==> config.mk <==
export PLATFORM = sky130hd
export DESIGN_NAME = gcd_lcm_unit_top
export DESIGN_NICKNAME = d
export VERILOG_FILES = /design/src/rtl/gclu_pkg.sv /design/src/rtl/gclu_alu.sv /design/src/rtl/gclu_core.sv /design/src/rtl/gcd_lcm_unit_top.sv
export VERILOG_INCLUDE_DIRS = /design/src /design/src/rtl
export SDC_FILE = /design/constraint.sdc
export NUM_CORES = 1
export LEC_CHECK = 0
export BUFFER_PORTS_ARGS = -buffer_cell sky130_fd_sc_hd__buf_2
export CORE_MARGIN = 3
export CORE_UTILIZATION = 35
export DETAILED_ROUTE_END_ITERATION = 10
export HOLD_SLACK_MARGIN = 0.05
export SLEW_MARGIN = 40
export SYNTH_ARGS = -nofsm -noshare
export SYNTH_HDL_FRONTEND = slang
export SYNTH_SLANG_ARGS = --single-unit
==> constraint.sdc <==
create_clock -name clock -period 21.5 [get_ports clock]
set_clock_uncertainty 0.2 [all_clocks]
set_input_delay 4.3 -clock clock [delete_from_list [all_inputs] [get_ports clock]]
set_output_delay 4.3 -clock clock [all_outputs]
set_load 0.01 [all_outputs]
==> src/rtl/gcd_lcm_unit_top_assert.svh <==
// ---------------------------------------------------------------------------
// gcd_lcm_unit_top_assert.svh
// Assertion macros for the GCD/LCM unit. They compile to nothing in synthesis.
// ---------------------------------------------------------------------------
`ifndef GCD_LCM_UNIT_TOP_ASSERT_SVH
`define GCD_LCM_UNIT_TOP_ASSERT_SVH
`ifndef SYNTHESIS
// same-cycle implication
`define GCLU_ASSERT_IMPLY(label, clk, rst, ante, cons) \
   label: assert property (@(posedge clk) disable iff (rst) (ante) |-> (cons)) \
      else $error("gcd_lcm_unit assertion failed");
// next-cycle implication
`define GCLU_ASSERT_NEXT(label, clk, rst, ante, cons) \
   label: assert property (@(posedge clk) disable iff (rst) (ante) |=> (cons)) \
      else $error("gcd_lcm_unit assertion failed");
`else
`define GCLU_ASSERT_IMPLY(label, clk, rst, ante, cons)
`define GCLU_ASSERT_NEXT(label, clk, rst, ante, cons)
`endif
`endif

==> src/rtl/gclu_pkg.sv <==
// ---------------------------------------------------------------------------
// gclu_pkg
// Item types, control structs and codes shared by the GCD/LCM unit.
// ---------------------------------------------------------------------------
package gclu_pkg;

   // command codes
   localparam logic CMD_GCD = 1'b0;
   localparam logic CMD_LCM = 1'b1;

   // shared adder operation codes
   localparam logic ALU_ADD = 1'b0;
   localparam logic ALU_SUB = 1'b1;

   // input item
   typedef struct packed {
      logic        command;
      logic [31:0] operand_a;
      logic [31:0] operand_b;
   } gclu_req_type;

   // result item
   typedef struct packed {
      logic [63:0] result;
      logic        error;
   } gclu_rsp_type;

   // top -> core control
   typedef struct packed {
      logic start;
      logic take;
   } gclu_ctl_type;

   // core -> top status
   typedef struct packed {
      logic idle;
      logic done;
   } gclu_sts_type;

endpackage

==> src/rtl/gclu_alu.sv <==
// ---------------------------------------------------------------------------
// gclu_alu
// Shared add/subtract unit with carry out; carry out set on subtract means
// no borrow.
// ---------------------------------------------------------------------------
module gclu_alu #(
   parameter int AW = 64
) (
   input  logic [AW-1:0] p,
   input  logic [AW-1:0] q,
   input  logic          op,
   output logic [AW-1:0] res,
   output logic          cout
);
   import gclu_pkg::*;

   logic [AW-1:0] q_eff;
   logic [AW:0]   sum;

   // subtract as p + ~q + 1
   assign q_eff = (op == ALU_SUB) ? ~q : q;
   assign sum   = {1'b0, p} + {1'b0, q_eff} + {{AW{1'b0}}, (op == ALU_SUB)};
   assign res   = sum[AW-1:0];
   assign cout  = sum[AW];

endmodule

==> src/rtl/gclu_core.sv <==
// ---------------------------------------------------------------------------
// gclu_core
// Sequencer and working registers: binary GCD, restoring division of a by
// the GCD and shift-add multiply by b, all through one shared adder.
// ---------------------------------------------------------------------------
module gclu_core #(
   parameter int W = 32
) (
   input  logic                  clock,
   input  logic                  reset,
   input  gclu_pkg::gclu_ctl_type ctl,
   input  gclu_pkg::gclu_req_type req,
   output gclu_pkg::gclu_sts_type sts,
   output gclu_pkg::gclu_rsp_type rsp
);
   import gclu_pkg::*;

   localparam int AW = 2 * W;
   localparam int CW = $clog2(W + 1);

   localparam logic [2:0] S_IDLE    = 3'd0;
   localparam logic [2:0] S_TWOS    = 3'd1;
   localparam logic [2:0] S_ODDX    = 3'd2;
   localparam logic [2:0] S_GCD     = 3'd3;
   localparam logic [2:0] S_UNSHIFT = 3'd4;
   localparam logic [2:0] S_DIV     = 3'd5;
   localparam logic [2:0] S_MUL     = 3'd6;
   localparam logic [2:0] S_DONE    = 3'd7;

   logic [2:0]    state_ff, state_in;
   logic [W-1:0]  x_ff, x_in;
   logic [W-1:0]  y_ff, y_in;
   logic [W-1:0]  a_ff, a_in;
   logic [W-1:0]  b_ff, b_in;
   logic [W-1:0]  rem_ff, rem_in;
   logic [AW-1:0] acc_ff, acc_in;
   logic [CW-1:0] cnt_ff, cnt_in;
   logic          cmd_ff, cmd_in;
   logic          err_ff, err_in;

   logic [AW-1:0] alu_p, alu_q, alu_res;
   logic          alu_op, alu_cout;
   logic [W:0]    rem_sh;
   logic [W-1:0]  mul_addend;
   logic [W-1:0]  op_a, op_b;

   assign op_a       = req.operand_a[W-1:0];
   assign op_b       = req.operand_b[W-1:0];
   assign rem_sh     = {rem_ff, a_ff[W-1]};
   assign mul_addend = a_ff[W-1] ? b_ff : '0;

   gclu_alu #(.AW(AW)) u_alu (
      .p    (alu_p),
      .q    (alu_q),
      .op   (alu_op),
      .res  (alu_res),
      .cout (alu_cout)
   );

   // shared adder operand select
   always_comb begin
      unique case (state_ff)
         S_GCD: begin
            alu_p  = {{W{1'b0}}, y_ff};
            alu_q  = {{W{1'b0}}, x_ff};
            alu_op = ALU_SUB;
         end
         S_DIV: begin
            alu_p  = {{(W-1){1'b0}}, rem_sh};
            alu_q  = {{W{1'b0}}, x_ff};
            alu_op = ALU_SUB;
         end
         S_MUL: begin
            alu_p  = {acc_ff[AW-2:0], 1'b0};
            alu_q  = {{W{1'b0}}, mul_addend};
            alu_op = ALU_ADD;
         end
         default: begin
            alu_p  = '0;
            alu_q  = '0;
            alu_op = ALU_ADD;
         end
      endcase
   end

   // sequencer
   always_comb begin
      state_in = state_ff;
      x_in     = x_ff;
      y_in     = y_ff;
      a_in     = a_ff;
      b_in     = b_ff;
      rem_in   = rem_ff;
      acc_in   = acc_ff;
      cnt_in   = cnt_ff;
      cmd_in   = cmd_ff;
      err_in   = err_ff;
      unique case (state_ff)
         S_IDLE: begin
            if (ctl.start) begin
               a_in   = op_a;
               b_in   = op_b;
               x_in   = op_a;
               y_in   = op_b;
               cmd_in = req.command;
               cnt_in = '0;
               if ((op_a == '0) || (op_b == '0)) begin
                  err_in   = 1'b1;
                  acc_in   = '0;
                  state_in = S_DONE;
               end else begin
                  err_in   = 1'b0;
                  state_in = S_TWOS;
               end
            end
         end
         // strip common factors of two
         S_TWOS: begin
            if (((x_ff | y_ff) & W'(1)) == '0) begin
               x_in   = {1'b0, x_ff[W-1:1]};
               y_in   = {1'b0, y_ff[W-1:1]};
               cnt_in = cnt_ff + CW'(1);
            end else begin
               state_in = S_ODDX;
            end
         end
         // make x odd
         S_ODDX: begin
            if (!x_ff[0]) begin
               x_in = {1'b0, x_ff[W-1:1]};
            end else begin
               state_in = S_GCD;
            end
         end
         // subtract loop; odd minus odd is even, so halve in the same step
         S_GCD: begin
            if (y_ff == '0) begin
               state_in = S_UNSHIFT;
            end else if (!y_ff[0]) begin
               y_in = {1'b0, y_ff[W-1:1]};
            end else if (!alu_cout) begin
               x_in = y_ff;
               y_in = x_ff;
            end else begin
               y_in = {1'b0, alu_res[W-1:1]};
            end
         end
         // restore the common power of two
         S_UNSHIFT: begin
            if (cnt_ff != '0) begin
               x_in   = {x_ff[W-2:0], 1'b0};
               cnt_in = cnt_ff - CW'(1);
            end else if (cmd_ff == CMD_LCM) begin
               rem_in   = '0;
               state_in = S_DIV;
            end else begin
               acc_in   = {{W{1'b0}}, x_ff};
               state_in = S_DONE;
            end
         end
         // a / gcd, one quotient bit per step, quotient shifts into a
         S_DIV: begin
            rem_in = alu_cout ? alu_res[W-1:0] : rem_sh[W-1:0];
            a_in   = {a_ff[W-2:0], alu_cout};
            if (cnt_ff == CW'(W - 1)) begin
               cnt_in   = '0;
               acc_in   = '0;
               state_in = S_MUL;
            end else begin
               cnt_in = cnt_ff + CW'(1);
            end
         end
         // quotient * b, MSB first
         S_MUL: begin
            acc_in = alu_res;
            a_in   = {a_ff[W-2:0], 1'b0};
            if (cnt_ff == CW'(W - 1)) begin
               cnt_in   = '0;
               state_in = S_DONE;
            end else begin
               cnt_in = cnt_ff + CW'(1);
            end
         end
         S_DONE: begin
            if (ctl.take) begin
               state_in = S_IDLE;
            end
         end
         default: begin
            state_in = S_IDLE;
         end
      endcase
   end

   // control state
   always_ff @(posedge clock) begin
      if (reset) begin
         state_ff <= S_IDLE;
      end else begin
         state_ff <= state_in;
      end
   end

   // working registers
   always_ff @(posedge clock) begin
      x_ff   <= x_in;
      y_ff   <= y_in;
      a_ff   <= a_in;
      b_ff   <= b_in;
      rem_ff <= rem_in;
      acc_ff <= acc_in;
      cnt_ff <= cnt_in;
      cmd_ff <= cmd_in;
      err_ff <= err_in;
   end

   assign sts.idle   = (state_ff == S_IDLE);
   assign sts.done   = (state_ff == S_DONE);
   assign rsp.result = 64'(acc_ff);
   assign rsp.error  = err_ff;

endmodule

==> src/rtl/gcd_lcm_unit_top.sv <==
// From acceptance to rsp_valid: a zero operand goes straight to the done state; otherwise
// the binary GCD steps (shifts, subtracts and unshifts) run for GCD, and for LCM a
// division by the GCD and then a multiply by b follow.
// The single shared adder and its sequencer handle one item at a time: a new item is taken
// only once the last one has left the core, which waits while the output is stalled.
// Reset: synchronous, clears the sequencer and the output valid; no clearing pass.
// ---------------------------------------------------------------------------
// gcd_lcm_unit_top
// GCD or LCM of two unsigned operands, with error on a zero operand.
// ---------------------------------------------------------------------------
`include "gcd_lcm_unit_top_assert.svh"

module gcd_lcm_unit_top #(
   parameter int OPERAND_WIDTH = 32
) (
   input  logic                   clock,
   input  logic                   reset,
   input  logic                   req_valid,
   output logic                   req_stall,
   input  gclu_pkg::gclu_req_type req_data,
   output logic                   rsp_valid,
   input  logic                   rsp_stall,
   output gclu_pkg::gclu_rsp_type rsp_data
);
   import gclu_pkg::*;

   gclu_ctl_type ctl;
   gclu_sts_type sts;
   gclu_rsp_type core_rsp;

   logic         rsp_valid_ff, rsp_valid_in;
   gclu_rsp_type rsp_data_ff, rsp_data_in;
   logic         out_free;
   logic         rsp_err_shown;
   logic         rsp_ok_shown;

   // take a new item only while the core is idle
   assign req_stall = !sts.idle;
   assign ctl.start = req_valid && !req_stall;

   // output register: load when empty or being drained
   assign out_free = !rsp_valid_ff || !rsp_stall;
   assign ctl.take = sts.done && out_free;

   gclu_core #(.W(OPERAND_WIDTH)) u_core (
      .clock (clock),
      .reset (reset),
      .ctl   (ctl),
      .req   (req_data),
      .sts   (sts),
      .rsp   (core_rsp)
   );

   always_comb begin
      rsp_valid_in = rsp_valid_ff;
      rsp_data_in  = rsp_data_ff;
      if (ctl.take) begin
         rsp_valid_in = 1'b1;
         rsp_data_in  = core_rsp;
      end else if (!rsp_stall) begin
         rsp_valid_in = 1'b0;
      end
   end

   always_ff @(posedge clock) begin
      if (reset) begin
         rsp_valid_ff <= 1'b0;
      end else begin
         rsp_valid_ff <= rsp_valid_in;
      end
   end

   always_ff @(posedge clock) begin
      rsp_data_ff <= rsp_data_in;
   end

   assign rsp_valid = rsp_valid_ff;
   assign rsp_data  = rsp_data_ff;

   // result item on the output, split by error flag
   assign rsp_err_shown = rsp_valid && rsp_data.error;
   assign rsp_ok_shown  = rsp_valid && !rsp_data.error;

   // checks
   `GCLU_ASSERT_NEXT(a_busy_after_accept, clock, reset, ctl.start, req_stall)
   `GCLU_ASSERT_NEXT(a_take_loads_output, clock, reset, ctl.take, rsp_valid)
   `GCLU_ASSERT_IMPLY(a_error_zero_result, clock, reset, rsp_err_shown, rsp_data.result == 64'd0)
   `GCLU_ASSERT_IMPLY(a_good_result_nonzero, clock, reset, rsp_ok_shown, |rsp_data.result)

endmodule
* Yosys cells after proc, flatten, opt, wreduce, memory -nomap -nowiden *
Cells that the tools add are included.

operators by class
  shifts and indexed selects = 0
  mux-type cells = 49
  bitwise operators = 2
  divide/modulo/power cells = 0
  multiply operators = 0
  equal/unequal tests = 26
  add/sub/neg operators = 4
  reduce and logical (&&, ||, !) cells = 30
  $lt $le $gt $ge = 0

operators with widths
  operator               count
  $mux W32               16
  $mux W64               6
  $pmux W64 S4           1
  $pmux W32 S3           2
  $pmux W64 S3           1
  $pmux W32 S5           1
  $logic_not A32 Y1      4
  $pmux W32 S2           2
  $add A64 B64 Y65       1
  $add A65 B1 Y65        1
  $not A64 Y64           1
  $mux W3                9
  $mux W6                4
  $pmux W3 S8            1
  $pmux W6 S4            1
  $ne A2 B1 Y1 const B   10
  $ne A2 B2 Y1 const B   8
  $reduce_and A8 Y1      2
  $eq A3 B3 Y1 const B   4
  $reduce_and A4 Y1      2
  $reduce_bool A4 Y1     2
  $reduce_and A7 Y1      1
  $add A6 B1 Y6 const B  1
  $eq A3 B2 Y1 const B   2
  other kinds (18)       28

word-level totals
  RAM bits = 0
  memories = 0
  logic and storage cells = 125
  input bits = 69
  latch bits = 0
  flip-flop bits (word level) = 301
  memory bits (read-only) = 0
  output and inout bits = 67

* Longest topological paths before layout *
Gate-level depths: netlist of run 1.

  depth in word-level cells = 11
  gate-level depth with buffers = 21
  gate-level depth less buffers = 16

* Hierarchy *
Synthesis of run 1 repeated with hierarchy kept, for this count alone.

unflattened totals
  cell total of the unflattened synthesis = 1884
  area, all modules = 19167.1 um^2

modules (own cells, without submodules)
  module            instances  cells an instance  sequential area each (um^2)  area each (um^2)
  gclu_core         1          1185               7026.7                       12649.6
  gclu_alu          1          628                0.0                          4519.3
  gcd_lcm_unit_top  1          71                 1971.9                       1998.2

* Worst setup path after synthesis of run 1 *
OpenSTA, ideal clock, no wires.

  kind = input -> register
  start = in req_valid
  end = reg u_core.x_ff[10], enable pin
  path buffers = 0
  setup slack = 12544 ps
  stages = 4
  data required time = 20783 ps
  library setup time = 517 ps
  data arrival time = 8239 ps
  cell sequence = o21ai_0 > and3_1 > a21o_1 > a2111oi_1

on the way
  cells in the longest elaborated chain, start to end = 3

ends and longest elaborated chain
  item                                line                    text
  start, declared                     gcd_lcm_unit_top.sv:18  input logic req_valid,
  $logic_and A1 B1 Y1                 gcd_lcm_unit_top.sv:39  assign ctl.start = req_valid && !req_stall;
  $ne A2 B2 Y1 (no source line)       --
  $reduce_and A8 Y1 (no source line)  --
  end signal, assigned                gclu_core.sv:206        x_ff <= x_in;
  end, declared                       gclu_core.sv:31         logic [W-1:0] x_ff, x_in;

Every way passes these cells.
A chain may end at the register's enable or synchronous reset.

* Worst setup path in the final report of run 1 *
  start = reg u_core.state_ff[1]
  end = reg u_core.x_ff[4], enable pin

on the way
  cells in the longest elaborated chain, start to end = 9
  elaborated cells on any way between the ends = 25
  those cells by class = 2 x add/sub; 13 x eq/ne; 4 x mux; 1 x bitwise; 5 x reduce/logical

ends and longest elaborated chain
  item                                          line                              text
  start, declared                               gclu_core.sv:30                   logic [2:0] state_ff, state_in;
  start signal, assigned                        gclu_core.sv:200                  state_ff <= state_in;
  $eq A3 B2 Y1 or $eq A3 B3 Y1 (tied branches)  gclu_core.sv:62, gclu_core.sv:98
  $reduce_or A2 Y1 (no source line)             --
  $pmux W32 S2                                  gclu_core.sv:62                   unique case (state_ff)
  $not A64 Y64                                  gclu_alu.sv:21                    assign q_eff = (op == ALU_SUB) ? ~q : q;
  $mux W64                                      gclu_alu.sv:21
  $add A64 B64 Y65                              gclu_alu.sv:22                    assign sum = {1'b0, p} + {1'b0, q_eff} + {{AW{1'b0}}, (op == ALU_SUB)};
  $add A65 B1 Y65                               gclu_alu.sv:22
  $ne A2 B2 Y1 (no source line)                 --
  $reduce_and A8 Y1 (no source line) (*)        --

Mark *: on every way between the ends. The rest lies on a longest branch, timed or not.

==> results of run 1 <==
## power breakdown
part,switching (µW),total [µW],internal [µW]
registers,232,1170,942
logic,561,821,260
clock network,251,598,346
total,1040,2590,1550
## cell usage after synthesis, types with 4 or more instances
library cell and n:
a22o_1 26, nor2b_1 6, or2_2 4, o22ai_1 59, buf_2 14, xor2_1 17, or3_1 12, a22oi_1 40
a221oi_1 10, mux2_2 31, nand2_1 214, dfxtp_1 4, nor3_1 19, nand4_1 28, a31oi_1 40, o21ai_0 129
o211ai_1 13, clkbuf_1 98, nor4_1 29, a21oi_1 179, xnor2_1 35, and2_1 41, nand2b_1 9, o21ai_2 11
a32o_1 4, o21a_1 9, nor2_1 125, o21ai_1 15, ha_1 65, inv_1 31, a21o_1 33, o21bai_1 16
a21boi_0 5, nand3_1 74, buf_1 12, and4_1 5, nor3_2 4, edfxtp_1 297, mux2i_1 8, and3_1 14
a211oi_1 12
## metal layers
| metal | vias up | wire (µm) |
|---|---|---|
| li1 | 7215 | - |
| met1 | 7586 | 26500 |
| met2 | 906 | 26600 |
| met3 | 169 | 6560 |
| met4 | 4 | 3260 |
| met5 | - | 24 |
## per-stage QoR
step | setup slack, ps | area [µm²] | std cells | power [µW] | hold slack, ps
final | 14500 | 20700 | 2627 | 2590 | 236
after global routing | 14090 | 20700 | 2624 | 2710 | 245
after CTS | 14660 | 20700 | 2622 | 2580 | 241
after detailed placement | 14260 | 19600 | 2559 | 1980 | 227
after global placement | 14140 | 19500 | 2554 | 1950 | 220
after floorplan | 12540 | 18200 | 1851 | 1590 | 200
## worst max-delay path by stage
stage | from | end
floorplan | req_valid | u_core.x_ff[10]$_DFFE_PP_
global placement | req_data[16] | u_core.acc_ff[46]$_DFFE_PP_
detailed placement | req_data[24] | u_core.acc_ff[46]$_DFFE_PP_
CTS | u_core.state_ff[1]$_SDFFE_PP0P_ | u_core.x_ff[27]$_DFFE_PP_
global route | u_core.state_ff[1]$_SDFFE_PP0P_ | u_core.x_ff[4]$_DFFE_PP_
finish | u_core.state_ff[1]$_SDFFE_PP0P_ | u_core.x_ff[4]$_DFFE_PP_
## flip-flops by register name, summed over array words and instances (netlist names)
signal / count
u_core.y_ff: 32
u_core.cnt_ff: 6
u_core.acc_ff: 64
u_core.err_ff: 1
rsp_valid: 1
u_core.x_ff: 32
u_core.state_ff: 3
rsp_data: 65
u_core.rem_ff: 32
u_core.a_ff: 32
u_core.cmd_ff: 1
u_core.b_ff: 32
## worst max-delay path, stage by stage, from the launching register on
cell,delay [ps]
dfxtp_1,300
buf_4,440
inv_1,460
nor2_4,180
nand2_1,60
buf_4,320
nor2_2,130
buf_4,370
nand2_1,180
o21ai_0,120
ha_1,340
a21oi_1,340
o21ai_0,220
a221oi_1,590
a2111o_1,380
a21oi_4,130
o21ai_4,140
buf_4,600
a31oi_1,300
a2111oi_2,330
buf_4,430
## cell families (layout without fill, tap and decap cells)
logic type	after synthesis	in the layout	synth area share, %
AOI/OAI and AO/OA	638	638	22.1
and+or+nand+nor	592	592	15.3
DFF	301	301	49.4
buffers and inverters	163	263	3.73
adders and majority gates	66	66	4.58
xor gates and xnor gates	52	52	2.50
muxes	39	39	2.36
other	0	4	0
## final cells by class
type	count	area [µm²]	area share, %
clock inverter	16	149	0.718
sequential	301	9000	43.4
inverter	31	116	0.561
timing repair buffer	169	1000	4.82
antenna	4	10.0	0.0483
multi-input combinational	1387	8630	41.6
clock buffer	47	982	4.74
tap	672	841	4.06
==> out/qor.csv, run 1 <==
stage;metric;value;unit
timing;Hold Vio Cnt, Final;0;
status;status;finished clean;
synth;post-synth cell types;80;
cells_and_area;Area Growth Syn to Fin;13.8;%
floorplan;Core Region;50800;µm²
timing;RSZ-0062 raised after global routing;no;
synth;Post-synth EDFFs;297;
synth;cell taking the most area after synthesis;edfxtp_1;
floorplan;Die Wd;234;µm
floorplan;I/O pin cnt;136;
synth;FFs w/ async S/R, synth;0;%
timing;setup tns final;0;ps
placement;Port Buffer Count;135;
synth;Synth area leaders;edfxtp_1, a21oi_1, ha_1, nand2_1, o21ai_0;
cells_and_area;layout cells sized above 1;15.4;%
critical_path;Critical Path RT;21500;ps
global_route;total grt overflow;0;
min_path;hold depth;0;
clocking;hold_buf cts;0;
clocking;root buffer cell;clkbuf_16;
critical_path;Worst Setup End Kind;flop;
global_route;vias in the first global route;15100;
global_route;M1 GR Usage;31.9;%
cells_and_area;utilization after layout;40.8;%
critical_path;critical path class;reg -> reg;
cells_and_area;Net count, final;2061;
power;Leak;0.00744;µW
clocking;clk_lat worst skew;570;ps
floorplan;Core Rows;82;
critical_path;FF-to-FF path depth;20;
clocking;clk buf depth;3;
power;Cell Pwr Density;125;nW/µm²
global_route;Global Route Usage Sum;22.6;%
synth;Avg Cell Area, Syn;9.84;µm²
min_path;hold worst-path end;rsp_data[64]$_DFFE_PP_;
cells_and_area;filler cell count;4941;
clocking;Clock H-tree levels;2;
clocking;clk slew on worst S/H paths;60;ps
synth;Post-Syn Instances;1851;
global_route;grt peak-use layer;met2;
global_route;pin count of the biggest net entering global routing;73;
global_route;initial antenna violation count;7;
routing;DRT iter0 DRCs;2044;
routing;# DRC;0;
clocking;CTS buffer count;36;
routing;antenna viol nets, final;0;
cells_and_area;commonest cells after routing, fill and taps aside;edfxtp_1, nand2_1, a21oi_1, buf_2, o21ai_0;
critical_path;reg-to-reg endpoint;u_core.x_ff[4]$_DFFE_PP_;
floorplan;Die Height;234;µm
floorplan;Initial Utilization;35.9;%
synth;top-area cell type share of the netlist area;49.0;%
routing;Pre-antenna DRT Iters;5;
placement;routability cong.;0.945;
routing;total routed wirelength;63.0;mm
critical_path;CP Max Fanout;61;
clocking;post-cts resize count;0;
routing;vias;15900;
routing;average wire per standard cell;24.0;µm
timing;highest clock rate;143;MHz
clocking;clk sink count;301;
synth;sequential fraction of the synthesis area;49.4;%
synth;net count after synthesis;1986;
global_route;first-pass GRT wire length;95.0;mm
routing;vias per cell;6.04;
timing;Final Setup Violations;0;
power;VDD IR max;0.0726;mV
synth;#FFs+latches synth;301;
min_path;start point of the worst min-delay path;u_core.acc_ff[63]$_DFFE_PP_;
global_route;met3 Resource Use GR;4.99;%
critical_path;R2R Path Start;u_core.state_ff[1]$_SDFFE_PP0P_;
global_route;met2 Track Usage GR;33.0;%
run;number of max-cap violations;0;
synth;synth warn;0;
timing;fin. max-slew vios;0;
critical_path;CP Launch Type;flop;
timing;worst-margin pin slew;918;ps
clocking;CTS tree;yes;
floorplan;Die ar.;54800;µm²
placement;Final HPWL DP;44.8;mm
timing;Worst slew margin;38.2;%
clocking;post-CTS setup buffer count;0;
cells_and_area;commonest non-fill, non-tap cell in the layout;edfxtp_1;
min_path;worst hold path type;reg -> reg;
timing;Final period util;32.6;%
synth;top_reg_cell synth;edfxtp_1;
synth;Post-Syn Area;18200;µm²
critical_path;R2R Setup Slk;14500;ps
critical_path;critical path arrival;7000;ps
timing;Final min period;7000;ps
(Power assumes the default switching activity.)
==> run 2: changes to the inputs <==
==> constraint.sdc (replaced) <==
create_clock -name clock -period 6.1 [get_ports clock]
set_clock_uncertainty 0.2 [all_clocks]
set_input_delay 1.22 -clock clock [delete_from_list [all_inputs] [get_ports clock]]
set_output_delay 1.22 -clock clock [all_outputs]
set_load 0.01 [all_outputs]
==> run 2 against run 1 <==
  * Die area stayed put
  * Sequential cell count stayed put
  * Design area is 0.49% higher
  * Worst hold slack worse by 5.8 ps
  * First-iteration DRC count is 12% lower
  * Core utilization is 0.20 points higher
  * Via count is 0.41% lower
  * Critical endpoint is now u_core.y_ff[12]$_DFFE_PP_
==> out/qor.csv, run 2 (same netlist as run 1, synthesis figures left out) <==
stage;metric;value;unit
timing;Final period util;93.7;%
clocking;CTS buffer count;37;
floorplan;Initial Utilization;35.9;%
cells_and_area;layout cells sized above 1;16.0;%
floorplan;Die Height;234;µm
cells_and_area;number of flip-flops in the largest register;65;
global_route;initial antenna violation count;0;
clocking;post-cts resize count;0;
global_route;first-pass GRT wire length;94.5;mm
placement;routability cong.;0.954;
placement;dpl cells;2570;
global_route;vias in the first global route;15300;
cells_and_area;antenna cell count;0;
timing;Final Setup Violations;0;
timing;post-route setup slack;385;ps
floorplan;Die ar.;54800;µm²
critical_path;critical path class;reg -> reg;
timing;highest clock rate;175;MHz
floorplan;Core Region;50800;µm²
status;status;finished clean;
global_route;total grt overflow;0;
cells_and_area;Area Growth Syn to Fin;14.4;%
timing;hold_ws;230;ps
timing;fin. max-slew vios;0;
power;Leak;0.00752;µW
critical_path;Worst Setup End Kind;flop;
clocking;clk buf depth;3;
cells_and_area;Net count, final;2073;
critical_path;CP Max Fanout;60;
clocking;post-CTS setup buffer count;0;
global_route;Global Route Usage Sum;22.5;%
timing;setup tns final;0;ps
clocking;root buffer cell;clkbuf_16;
clocking;clk_lat worst skew;580;ps
critical_path;Critical Path RT;6220;ps
cells_and_area;Layout Cells excl Fill;2636;
clocking;clk sink count;301;
timing;RSZ-0062 raised after global routing;no;
clocking;hold_buf cts;0;
timing;worst-margin pin slew;828;ps
power;VDD IR max;0.318;mV
routing;average wire per standard cell;23.7;µm
placement;Port Buffer Count;135;
floorplan;Die Wd;234;µm
routing;vias per cell;6.00;
floorplan;I/O pin cnt;136;
floorplan;Core Rows;82;
timing;Worst slew margin;44.7;%
placement;pre-CTS WS;574;ps
routing;Pre-antenna DRT Iters;6;
timing;Final min period;5710;ps
clocking;CTS tree;yes;
routing;DRT iter0 DRCs;1793;
min_path;worst hold path type;reg -> reg;
timing;Hold Vio Cnt, Final;0;
power;Pwr Total;9150;µW
cells_and_area;commonest non-fill, non-tap cell in the layout;edfxtp_1;
cells_and_area;commonest cells after routing, fill and taps aside;edfxtp_1, nand2_1, a21oi_1, buf_2, o21ai_0;
power;Cell Pwr Density;439;nW/µm²
clocking;clk slew on worst S/H paths;60;ps
placement;Final HPWL DP;45.1;mm
run;number of max-cap violations;0;
routing;total routed wirelength;62.6;mm
routing;# DRC;0;
routing;vias;15800;
routing;antenna viol nets, final;0;
clocking;Clock H-tree levels;2;
critical_path;CP Launch Type;flop;
global_route;pin count of the biggest net entering global routing;66;
critical_path;critical path arrival;5840;ps
## run 2: changes by cell type in the layout (fill, tap and decap cells not counted), moves of 2 or more
cell        before  now
buf_4           28   41
clkbuf_8         4    0
diode_2          4    0
clkinvlp_4       4    1
clkinv_2         3    5
clkinv_4         0    2
inv_6            1    3
## run 2: worst max-delay path: stages, from the launching register on
cell and delay (ps):
dfxtp_2 630, buf_4 310, nand2_1 110, nor2_2 410
buf_4 350, nand2_1 90, o21ai_0 90, ha_1 330
a21oi_1 330, o21ai_0 180, a221oi_1 320, buf_4 190
a2111o_1 270, a21oi_4 120, o21ai_4 180, buf_4 580
nand2_1 320, o311a_1 370
## run 2: layout make-up
cell class / count / area, µm²
Multi-Input combinational cell: 1387 / 8660
Clock inverter: 22 / 221
Timing Repair Buffer: 180 / 1050
Inverter: 31 / 116
Sequential cell: 301 / 9000
Fill cell: 5022 / 30000
Tap cell: 672 / 841
Clock buffer: 43 / 948
## run 2: power by group
part	total, µW	leakage (µW)	switching (µW)	internal (µW)
logic	2820	0.00414	1900	919
clock network	2160	0.000570	913	1250
registers	4170	0.00282	846	3320
## run 2: layer usage
layer  wire (µm)  track usage, %
met4        2720            9.37
met3        6390            5.15
met5           0               0
met2       26300            33.0
met1       27100            32.0
## run 2: final timing paths
path	from	end	slack (ps)	depth (start not counted)
worst max-delay path	u_core.state_ff[0]$_SDFFE_PP0P_	u_core.y_ff[12]$_DFFE_PP_	390	17
worst min-delay path	u_core.acc_ff[63]$_DFFE_PP_	rsp_data[64]$_DFFE_PP_	230	0
worst min register to register	u_core.acc_ff[63]$_DFFE_PP_	rsp_data[64]$_DFFE_PP_	230	0
worst max register to register	u_core.state_ff[0]$_SDFFE_PP0P_	u_core.y_ff[12]$_DFFE_PP_	390	17
## run 2: per-stage QoR
step	util [%]	instance area, µm²
2_1_floorplan	-	18200
3_3_place_gp	38.6	19600
3_5_place_dp	38.7	19600
4_1_cts	41.0	20800
5_1_grt	41.0	20800
6_report	41.0	20800
